[src/hdl/fcdma_pkg.sv]
`timescale 1ns / 1ps
package fcdma_pkg;
    localparam int CHANNELS = 4;
    localparam int CH_W = $clog2(CHANNELS) > 0 ? $clog2(CHANNELS) : 1;

    localparam logic [1:0] CMD_WRITE = 2'd0;
    localparam logic [1:0] CMD_REQUEST = 2'd1;
    localparam logic [1:0] CMD_STEP = 2'd2;

    localparam logic [2:0] REG_SRC = 3'd0;
    localparam logic [2:0] REG_DST = 3'd1;
    localparam logic [2:0] REG_TOTAL = 3'd2;
    localparam logic [2:0] REG_BLOCK = 3'd3;
    localparam logic [2:0] REG_FILL = 3'd4;
    localparam logic [2:0] REG_CTRL = 3'd5;

    localparam logic [31:0] ADDR_MASK = 32'hFFFF_FFFC;
    localparam logic [31:0] TOTAL_MASK = 32'h0FFF_FFFF;
    localparam logic [31:0] BLOCK_MASK = 32'h00FF_FFFF;
    localparam logic [31:0] CTRL_MASK = 32'hFF0F_FFFF;
    localparam logic [31:0] FILL_BASE = 32'h0400_4118;
    localparam logic [31:0] FILL_STRIDE = 32'h0000_001C;
    localparam logic [24:0] BLOCK_MAX = 25'h100_0000;

    typedef struct packed {
        logic [4:0] request_type;
        logic [31:0] write_value;
        logic [31:0] write_mask;
        logic [2:0] reg_select;
        logic [1:0] channel;
        logic [1:0] command;
    } t_item;

    typedef struct packed {
        logic step_error;
        logic [3:0] pending_mask;
        logic start_request;
        logic [1:0] irq_channel;
        logic irq_valid;
        logic [31:0] fill_value;
        logic use_fill;
        logic [31:0] dest_address;
        logic [31:0] source_address;
        logic move_valid;
    } t_result;
endpackage

[src/hdl/fcdma_queue.sv]
`timescale 1ns / 1ps
module fcdma_queue
    import fcdma_pkg::*;
(
    input  logic  i_clk,
    input  logic  i_rst_n,
    input  logic  i_push,
    input  t_item i_item,
    output logic  o_ready,
    input  logic  i_pop,
    output logic  o_valid,
    output t_item o_item
);
    t_item r_mem [2];
    logic r_wp, r_rp;
    logic [1:0] r_cnt;

    assign o_ready = (r_cnt != 2'd2);
    assign o_valid = (r_cnt != 2'd0);
    assign o_item = r_mem[r_rp];

    always_ff @(posedge i_clk) begin
        if (i_push && o_ready) begin
            r_mem[r_wp] <= i_item;
        end
        if (!i_rst_n) begin
            r_wp <= 1'b0;
            r_rp <= 1'b0;
            r_cnt <= 2'd0;
        end else begin
            if (i_push && o_ready) r_wp <= ~r_wp;
            if (i_pop && o_valid) r_rp <= ~r_rp;
            r_cnt <= r_cnt + 2'(i_push && o_ready) - 2'(i_pop && o_valid);
        end
    end
endmodule

[src/hdl/fcdma_engine.sv]
`timescale 1ns / 1ps
module fcdma_engine
    import fcdma_pkg::*;
(
    input  logic    i_clk,
    input  logic    i_rst_n,
    input  logic    i_valid,
    input  t_item   i_item,
    output logic    o_pop,
    output logic    o_valid,
    output t_result o_result,
    input  logic    i_ready
);
    logic [31:0] r_ssrc [CHANNELS];
    logic [31:0] r_sdst [CHANNELS];
    logic [31:0] r_wsrc [CHANNELS];
    logic [31:0] r_wdst [CHANNELS];
    logic [27:0] r_total [CHANNELS];
    logic [23:0] r_bsize [CHANNELS];
    logic [31:0] r_fill [CHANNELS];
    logic [31:0] r_ctrl [CHANNELS];
    logic [CHANNELS-1:0] r_queued;
    logic [24:0] r_bleft;
    logic r_active;
    logic [CH_W-1:0] r_served;
    logic r_ovalid;
    t_result r_res;

    logic take;
    logic [CH_W-1:0] ch, c, low;
    logic ch_ok, found;
    logic [31:0] cw, old_cw, new_cw, m, ws, wd, fs;
    logic [CHANNELS-1:0] hit, q_after;
    logic [4:0] rtype;
    logic do_req, restart, done, term, clr_en;
    logic [1:0] dmode, smode;
    logic [24:0] bl_start, bl_next;
    logic [27:0] tot_next;
    t_result res;

    assign take = i_valid && (!r_ovalid || i_ready);
    assign o_pop = take;
    assign o_valid = r_ovalid;
    assign o_result = r_res;
    assign ch = i_item.channel[CH_W-1:0];
    assign ch_ok = ({30'd0, i_item.channel} < CHANNELS);

    always_comb begin
        old_cw = r_ctrl[ch];
        m = i_item.write_mask & CTRL_MASK;
        new_cw = (old_cw & ~m) | (i_item.write_value & m);
        low = '0;
        found = 1'b0;
        for (int k = CHANNELS - 1; k >= 0; k--) begin
            if (r_queued[k]) begin
                low = CH_W'(k);
                found = 1'b1;
            end
        end
        restart = !r_active || !r_queued[r_served];
        c = restart ? low : r_served;
        bl_start = (r_bsize[c] != 24'd0) ? {1'b0, r_bsize[c]} : BLOCK_MAX;
        cw = r_ctrl[c];
        dmode = cw[11:10];
        smode = cw[14:13];
        fs = FILL_BASE + FILL_STRIDE * 32'(c);
        ws = (smode == 2'd3) ? fs : r_wsrc[c];
        wd = r_wdst[c];
        bl_next = (restart ? bl_start : r_bleft) - 25'd1;
        tot_next = r_total[c] - 28'd1;
        term = 1'b0;
        clr_en = 1'b0;
        done = 1'b0;
        if (cw[29:28] != 2'b00) begin
            done = (bl_next == 25'd0);
            term = done;
            clr_en = done && cw[28];
        end else begin
            term = (tot_next == 28'd0);
            clr_en = term;
            done = term || (bl_next == 25'd0);
        end
        do_req = 1'b0;
        rtype = i_item.request_type;
        if (i_item.command == CMD_REQUEST) begin
            do_req = 1'b1;
        end else if (i_item.command == CMD_WRITE && ch_ok && i_item.reg_select == REG_CTRL
                     && !old_cw[31] && new_cw[31] && new_cw[28]) begin
            do_req = 1'b1;
            rtype = new_cw[28:24];
        end
        for (int k = 0; k < CHANNELS; k++) begin
            if (i_item.command == CMD_WRITE && ch == CH_W'(k)) begin
                hit[k] = new_cw[31] && new_cw[28:24] == rtype;
            end else begin
                hit[k] = r_ctrl[k][31] && r_ctrl[k][28:24] == rtype;
            end
        end
        res = '0;
        q_after = r_queued;
        if (do_req) begin
            q_after = r_queued | hit;
            res.start_request = (r_queued == '0) && (q_after != '0);
        end else if (i_item.command == CMD_STEP && found) begin
            if (dmode == 2'd3) begin
                res.step_error = 1'b1;
                q_after[c] = 1'b0;
            end else begin
                res.move_valid = 1'b1;
                res.source_address = ws;
                res.dest_address = wd;
                res.use_fill = (smode == 2'd3);
                res.fill_value = (smode == 2'd3) ? r_fill[c] : 32'd0;
                res.irq_valid = term && cw[30];
                res.irq_channel = (term && cw[30]) ? 2'(c) : 2'd0;
                if (done) q_after[c] = 1'b0;
            end
        end
        res.pending_mask = 4'(q_after);
    end

    always_ff @(posedge i_clk) begin
        if (take) begin
            r_res <= res;
        end
        if (!i_rst_n) begin
            r_ovalid <= 1'b0;
            r_queued <= '0;
            r_bleft <= '0;
            r_active <= 1'b0;
            r_served <= '0;
            for (int k = 0; k < CHANNELS; k++) begin
                r_ssrc[k] <= '0;
                r_sdst[k] <= '0;
                r_wsrc[k] <= '0;
                r_wdst[k] <= '0;
                r_total[k] <= '0;
                r_bsize[k] <= '0;
                r_fill[k] <= '0;
                r_ctrl[k] <= '0;
            end
        end else begin
            if (take) r_ovalid <= 1'b1;
            else if (i_ready) r_ovalid <= 1'b0;
            if (take) begin
                r_queued <= q_after;
                if (i_item.command == CMD_WRITE && ch_ok) begin
                    case (i_item.reg_select)
                        REG_SRC: r_ssrc[ch] <= (r_ssrc[ch] & ~(i_item.write_mask & ADDR_MASK))
                            | (i_item.write_value & i_item.write_mask & ADDR_MASK);
                        REG_DST: r_sdst[ch] <= (r_sdst[ch] & ~(i_item.write_mask & ADDR_MASK))
                            | (i_item.write_value & i_item.write_mask & ADDR_MASK);
                        REG_TOTAL: r_total[ch] <= (r_total[ch] & ~i_item.write_mask[27:0])
                            | (i_item.write_value[27:0] & i_item.write_mask[27:0]);
                        REG_BLOCK: r_bsize[ch] <= (r_bsize[ch] & ~i_item.write_mask[23:0])
                            | (i_item.write_value[23:0] & i_item.write_mask[23:0]);
                        REG_FILL: r_fill[ch] <= (r_fill[ch] & ~i_item.write_mask)
                            | (i_item.write_value & i_item.write_mask);
                        REG_CTRL: begin
                            r_ctrl[ch] <= new_cw;
                            if (!old_cw[31] && new_cw[31]) begin
                                r_wsrc[ch] <= r_ssrc[ch];
                                r_wdst[ch] <= r_sdst[ch];
                            end
                        end
                        default: ;
                    endcase
                end else if (i_item.command == CMD_STEP && found) begin
                    r_served <= c;
                    if (dmode == 2'd3) begin
                        r_active <= 1'b0;
                        r_bleft <= '0;
                    end else begin
                        if (cw[29:28] == 2'b00) r_total[c] <= tot_next;
                        if (clr_en) r_ctrl[c][31] <= 1'b0;
                        if (done && cw[15]) r_wsrc[c] <= r_ssrc[c];
                        else if (smode == 2'd0) r_wsrc[c] <= ws + 32'd4;
                        else if (smode == 2'd1) r_wsrc[c] <= ws - 32'd4;
                        else r_wsrc[c] <= ws;
                        if (done && cw[12]) r_wdst[c] <= r_sdst[c];
                        else if (dmode == 2'd0) r_wdst[c] <= wd + 32'd4;
                        else if (dmode == 2'd1) r_wdst[c] <= wd - 32'd4;
                        r_active <= !done;
                        r_bleft <= done ? 25'd0 : bl_next;
                    end
                end
            end
        end
    end

`ifndef SYNTHESIS
    a_irq_move: assert property (@(posedge i_clk) disable iff (!i_rst_n)
        r_ovalid && r_res.irq_valid |-> r_res.move_valid) else $error("irq without move");
    a_err_nomove: assert property (@(posedge i_clk) disable iff (!i_rst_n)
        r_ovalid && r_res.step_error |-> !r_res.move_valid) else $error("error with move");
    a_fill_src: assert property (@(posedge i_clk) disable iff (!i_rst_n)
        r_ovalid && !r_res.use_fill |-> r_res.fill_value == 32'd0) else $error("fill leak");
`endif
endmodule

[src/hdl/four_channel_dma_controller.sv]
`timescale 1ns / 1ps
// Channel | Direction | Contents
// s_axis  | in        | tdata: command, channel, reg_select, write_mask, write_value, request_type
// m_axis  | out       | tdata: move_valid .. step_error, tuser: none
// One transaction per cycle while m_axis_tready is high; the engine result is registered.
// A two-entry queue separates input acceptance from the engine.
// Reset is synchronous, active low, and clears all channel registers.
// An output stall holds the result register and lets the queue fill.
module four_channel_dma_controller
    import fcdma_pkg::*;
(
    input  logic         i_clk,
    input  logic         i_rst_n,
    input  logic         s_axis_tvalid,
    output logic         s_axis_tready,
    // command[1:0], channel[3:2], reg_select[6:4], write_mask[38:7],
    // write_value[70:39], request_type[75:71]
    input  logic [79:0]  s_axis_tdata,
    output logic         m_axis_tvalid,
    input  logic         m_axis_tready,
    // move_valid[0], source_address[32:1], dest_address[64:33], use_fill[65],
    // fill_value[97:66], irq_valid[98], irq_channel[100:99], start_request[101],
    // pending_mask[105:102], step_error[106]
    output logic [111:0] m_axis_tdata
);
    t_item in_item, q_item;
    logic q_valid, q_pop;
    t_result res;

    assign in_item = s_axis_tdata[75:0];

    fcdma_queue u_queue (
        .i_clk(i_clk), .i_rst_n(i_rst_n),
        .i_push(s_axis_tvalid), .i_item(in_item), .o_ready(s_axis_tready),
        .i_pop(q_pop), .o_valid(q_valid), .o_item(q_item)
    );

    fcdma_engine u_engine (
        .i_clk(i_clk), .i_rst_n(i_rst_n),
        .i_valid(q_valid), .i_item(q_item), .o_pop(q_pop),
        .o_valid(m_axis_tvalid), .o_result(res), .i_ready(m_axis_tready)
    );

    assign m_axis_tdata = {5'd0, res};
endmodule
[config.mk]
export PLATFORM = sky130hd
export DESIGN_NAME = four_channel_dma_controller
export DESIGN_NICKNAME = d
export VERILOG_FILES = /design/src/hdl/fcdma_pkg.sv /design/src/hdl/fcdma_queue.sv /design/src/hdl/fcdma_engine.sv /design/src/hdl/four_channel_dma_controller.sv
export SDC_FILE = /design/constraint.sdc
export NUM_CORES = 2
export LEC_CHECK = 0
export CORE_ASPECT_RATIO = 0.5
export CORE_MARGIN = 2
export CORE_UTILIZATION = 41
export CTS_BUF_LIST = sky130_fd_sc_hd__clkbuf_16
export CTS_CLUSTER_SIZE = 30
export DETAILED_ROUTE_END_ITERATION = 8
export DONT_BUFFER_PORTS = 1
export GPL_TIMING_DRIVEN = 1
export SLEW_MARGIN = 25
export SYNTH_ARGS = -nofsm -noshare
export SYNTH_HDL_FRONTEND = slang
export SYNTH_SLANG_ARGS = --single-unit
[constraint.sdc]
create_clock -name i_clk -period 26.9 [get_ports i_clk]
set_clock_uncertainty 0.2 [all_clocks]
set_input_delay 4.035 -clock i_clk [delete_from_list [all_inputs] [get_ports i_clk]]
set_output_delay 4.035 -clock i_clk [all_outputs]
set_load 0.05 [all_outputs]
### After elaboration in Yosys (flattened, before gate mapping)

Memories as Yosys holds them, arrays and structs flattened. A register that Yosys moved wholly into a read port is not among the register bits.
Index checks and enable logic that the tools add are counted.

* reductions and logical operators: 63
* order comparisons: 3
* multiply operators: 1
* muxes and demuxes: 191
* $add $sub $neg: 9
* bitwise gates (word level): 35
* equality and inequality tests: 20

Operator list (number)
* 32-bit 2-to-1 mux: 15
* 32-bit OR reduction: 9
* 32-bit AND: 6
* 1-bit 2-to-1 mux: 143
* 32-bit bitwise OR: 4
* 25-bit 2-to-1 mux: 4
* 32-bit inverter: 3
* 32-bit by 3-bit adder with 32-bit output (second input constant): 2
* 32-bit by 3-bit subtractor with 32-bit output (second input constant): 2
* 28-bit AND: 2
* 28-bit 2-to-1 mux: 2
* 28-bit OR reduction: 2
* 24-bit AND: 2
* 2-bit 2-to-1 mux: 18
* 27-bit by 7-bit adder with 28-bit output (first input constant): 1
* 28-bit zero test: 1
* 28-bit inverter: 1
* 28-bit bitwise OR: 1
* 28-bit by 1-bit subtractor with 28-bit output (second input constant): 1
* 5-bit equality test: 5
* 25-bit zero test: 1
* 25-bit by 1-bit subtractor with 25-bit output (second input constant): 1
* 1-bit logical AND: 24
* 24-bit 2-to-1 mux: 1
* 35 further kinds: 71

* word-level logic and storage cells: 348
* memories kept: 9
* memory bits (writable): 1128
* register bits after elaboration: 112

Memories
* u_queue.r_mem: depth 2, bits a word 76, rd ports 1, clocked after Yosys merged registers in 1, write ports 1, line fcdma_queue.sv:14 `t_item r_mem [2];`
* u_engine.r_ctrl: depth 4, bits a word 32, rd ports 6, clocked after Yosys merged registers in 0, write ports 4, line fcdma_engine.sv:21 `logic [31:0] r_ctrl [CHANNELS];`
* u_engine.r_fill: depth 4, bits a word 32, rd ports 2, clocked after Yosys merged registers in 1, write ports 4, line fcdma_engine.sv:20 `logic [31:0] r_fill [CHANNELS];`
* u_engine.r_sdst: depth 4, bits a word 32, rd ports 2, clocked after Yosys merged registers in 0, write ports 4, line fcdma_engine.sv:15 `logic [31:0] r_sdst [CHANNELS];`
* u_engine.r_ssrc: depth 4, bits a word 32, rd ports 2, clocked after Yosys merged registers in 0, write ports 4, line fcdma_engine.sv:14 `logic [31:0] r_ssrc [CHANNELS];`
* u_engine.r_wdst: depth 4, bits a word 32, rd ports 1, clocked after Yosys merged registers in 0, write ports 4, line fcdma_engine.sv:17 `logic [31:0] r_wdst [CHANNELS];`
* 3 more memories

### Logic depth before layout (Yosys ltp)

An unclocked memory read counts as a cell.

* word-level depth: 26
* mapped depth: 37
* mapped depth without buffers: 21

### Modules after synthesis

A second synthesis with hierarchy kept.

* cell total of the unflattened synthesis: 5571
* area, all modules: 64788.4 sq um

By module, submodules not included
* fcdma_engine: area each 58995.3 sq um, cells each 5299, times used 1, sequential area each 31019.8 sq um
* fcdma_queue: area each 5751.8 sq um, cells each 266, times used 1, sequential area each 4664.5 sq um
* four_channel_dma_controller: area each 41.3 sq um, cells each 6, times used 1, sequential area each 0.0 sq um

### Worst setup path after synthesis

Ideal clock, no wire load.

* path type: input to register
* start point: input port m_axis_tready
* end point: memory u_engine.r_ssrc[0][0] (enable)
* data required time: 26.234 ns
* setup time: 0.466 ns
* arrival time: 12.083 ns
* path buffers: 1
* stages: 7
* path slack: 14.152 ns
* cells stage by stage: nor2b_1 nor2_1 nand2_1 nor2_1 nand3_1 clkbuf_1 o21ai_0

RTL lines
* start, declared: line four_channel_dma_controller.sv:20 `input logic m_axis_tready,`
* end, declared: line fcdma_engine.sv:14

==> run summary <==
Static Leakage -> 24.4 nW
Setup Crit Path Kind -> reg -> reg
asr flop ratio synth -> 0%
critical path capture point type -> register
maximum VDD drop -> 0.0614 mV
GRT Total Usage -> 28.6%
share of the synthesized area in the top cell type -> 54.7%
status -> completed
worst-margin pin slew -> 1.21 ns
RePlAce Congestion -> 0.984
Mapped Area -> 0.0639 mm2
post-DR vias/cell -> 6.42
first-pass GRT wire length -> 330000 um
synthesized instance count -> 5538
register area share after synthesis -> 55.8%
nets -> 5534
initial antenna violation count -> 18
clk slew on worst S/H paths -> 0.07 ns
CTS Buf Count -> 112
#FFs+latches synth -> 1201
CORE AREA -> 0.155 mm2
post-synth cell types -> 100
Final HPWL DP -> 152000 um
Starting Density -> 41.3%
number of synthesized flops with an enable pin -> 1163
Tcrit/Tclk final -> 34.2%
Clock Latency Late Sink -> 0.78 ns
Relative slew margins -> 18.9%
fin util -> 45.5%
fin. max-slew vios -> 0
Routed WL -> 233000 um
Area growth, synth to finish -> 10.3%
Die Y -> 283 um
port bufs -> 0
Die X-Extent -> 562 um
Worst Setup Start Kind -> register
Clock Tree Buf Depth -> 3
vias in the first global route -> 45800
site row count -> 102
Ys Warns -> 0
H-Tree Depth -> 3
starting DRC count in detailed routing -> 7188
area leader, netlist -> edfxtp_1
post-route ant nets -> 0
via count -> 49000
Max Cap Viol -> 0
pin count of the biggest net entering global routing -> 129
Final Hold Viols -> 0
Avg Cell Area, Syn -> 11.5 um2
Tot Pwr -> 0.00532 W
WP data required -> 27.10 ns
CTS root buf -> clkbuf_16
Post-synth top flop -> edfxtp_1
top-level I/O count -> 198
Post-CTS Resized -> 0
clock sinks -> 1201
layout cells sized above 1 -> 13.1%
Worst Path Arrival -> 9.41 ns
CTS hold repair buffers -> 0
DRT Pass-1 Iters -> 6
worst min-delay path class -> reg -> reg
Post-CTS Setup Bufs -> 0
crit-path max FO -> 33
setup_tns -> 0 ns
RSZ-0062 raised after global routing -> no
WL/cell -> 30.5 um
power density over cell area -> 75.5 mW/mm2
Synth area leaders -> edfxtp_1 55%, mux4_2 8.8%, nor2_1 4.6%
global route overflow -> 0
f_max -> 109 MHz
Die ar. -> 0.159 mm2
TritonCTS clock tree -> yes
Final min period -> 9.21 ns
Setup Viol. Count Final -> 0
drt drc -> 0
Hold WS -> 0.280 ns
==> Yosys cell counts (all sizes together), types with 14 or more instances <==
| cell | count |
|---|---|
| o22a | 25 |
| xnor2 | 90 |
| nor2 | 780 |
| xor2 | 38 |
| nand3 | 127 |
| o21ai | 151 |
| edfxtp | 1163 |
| mux2 | 52 |
| a311oi | 15 |
| clkbuf | 221 |
| nand4 | 45 |
| a211oi | 24 |
| a31oi | 80 |
| o31ai | 19 |
| nor3b | 18 |
| and3 | 145 |
| mux2i | 273 |
| or3 | 68 |
| and2 | 44 |
| dfxtp | 38 |
| o211ai | 40 |
| or2 | 14 |
| nor4 | 125 |
| a21oi | 256 |
| o22ai | 23 |
| buf | 148 |
| inv | 182 |
| nor2b | 28 |
| mux4 | 249 |
| nand2 | 559 |
| ha | 17 |
| or4 | 15 |
| nor3 | 236 |
| nand2b | 29 |
==> state kept, by name, indices dropped and copies added (netlist names), 2 cells and up, named ones only <==
register,cells
u_queue.r_cnt,2
u_engine.r_wsrc,128
u_engine.o_result,107
u_queue.r_mem,152
u_engine.r_ssrc,128
u_engine.r_bsize,96
u_engine.r_queued,4
u_engine.r_ctrl,56
u_engine.r_total,112
u_engine.r_served,2
u_engine.r_sdst,128
u_engine.r_wdst,128
u_engine.r_bleft,25
u_engine.r_fill,128
==> worst max-delay path, stage by stage, from the launching register on <==
cell,delay (ns)
dfxtp_1,0.31
buf_4,0.33
mux2i_1,0.51
a2bb2oi_4,0.24
mux2i_4,0.80
buf_4,0.62
inv_8,0.26
a311oi_1,0.31
a21o_1,0.17
inv_1,0.06
ha_1,0.27
and2_1,0.18
a31o_2,0.27
nand3_1,0.31
o21a_1,0.20
o21ai_0,0.21
a2111oi_0,0.68
nand3_2,0.59
a21oi_4,0.56
a21boi_2,0.17
o22ai_2,0.17
nand2_2,0.55
nand2_1,0.26
buf_4,0.48
==> path summary, 6_finish.rpt <==
| check | slack, ns | startpoint | cells past startpoint | endpoint |
|---|---|---|---|---|
| min reg2reg | 0.28 | u_engine.r_bleft[13] | 2 | u_engine.r_bleft[13] |
| max reg2reg | 17.69 | u_engine.r_served[0] | 23 | u_engine.r_wdst[1][20] |
| max | 17.69 | u_engine.r_served[0] | 23 | u_engine.r_wdst[1][20] |
| min | 0.28 | u_engine.r_bleft[13] | 2 | u_engine.r_bleft[13] |
==> routing by layer <==
| metal | track usage (%) | wire length, um | vias to the layer above |
|---|---|---|---|
| met3 | 9.50 | 31400 | 484 |
| met1 | 39.8 | 92500 | 24600 |
| met2 | 41.2 | 99600 | 3184 |
| li1 | - | - | 20700 |
| met4 | 10.7 | 9190 | 16 |
| met5 | 0 | 107 | - |
==> layout make-up <==
type	count	area, um2
tap	2080	2600
clock buffer	114	2850
antenna	20	50.0
clock inverter	98	831
multi-input combinational	3789	26500
fill	14100	84300
inverter	183	702
sequential	1201	35700
timing repair buffer	146	1250
==> where the power goes <==
| group | leakage [nW] | switching, W | internal [W] |
|---|---|---|---|
| Combinational | 10.4 | 0.000849 | 0.000318 |
| Clock | 1.89 | 0.000745 | 0.000887 |
| Sequential | 12.1 | 0.000287 | 0.00224 |
==> layout by cell type, fill, tap and decap left out, drive strengths merged, types with 90 or more instances in the layout <==
cell / netlist / layout
o21ai: 151 / 151
edfxtp: 1163 / 1163
nor2: 780 / 780
inv: 182 / 215
nor3: 236 / 236
nand2: 559 / 559
a21oi: 256 / 256
xnor2: 90 / 90
and3: 145 / 145
mux4: 249 / 249
nor4: 125 / 125
mux2i: 273 / 273
clkbuf: 221 / 114
buf: 148 / 146
nand3: 127 / 127
==> logic make-up after synthesis <==
| group | synth area share [%] |
|---|---|
| AO/OA/AOI/OAI | 8.04 |
| multiplexers | 14.0 |
| XOR/XNOR | 1.75 |
| buffers and inverters | 3.45 |
| other | 0.00587 |
| adder cells (fa/ha/maj) | 0.333 |
| AND/OR/NAND/NOR | 16.6 |
| flip-flops | 55.8 |
==> metrics by stage <==
| stage | worst slack, ns | instances | cell area (um2) |
|---|---|---|---|
| 6_report | 17.69 | 7631 | 70500 |
| 5_1_grt | 17.38 | 7612 | 70400 |
| 4_1_cts | 17.89 | 7608 | 70300 |
| 3_5_place_dp | 17.38 | 7396 | 66600 |
| 3_3_place_gp | 17.44 | 7393 | 66500 |
| 2_1_floorplan | 14.15 | 5542 | 63900 |
No activity file was read; power rests on OpenSTA's default activity.
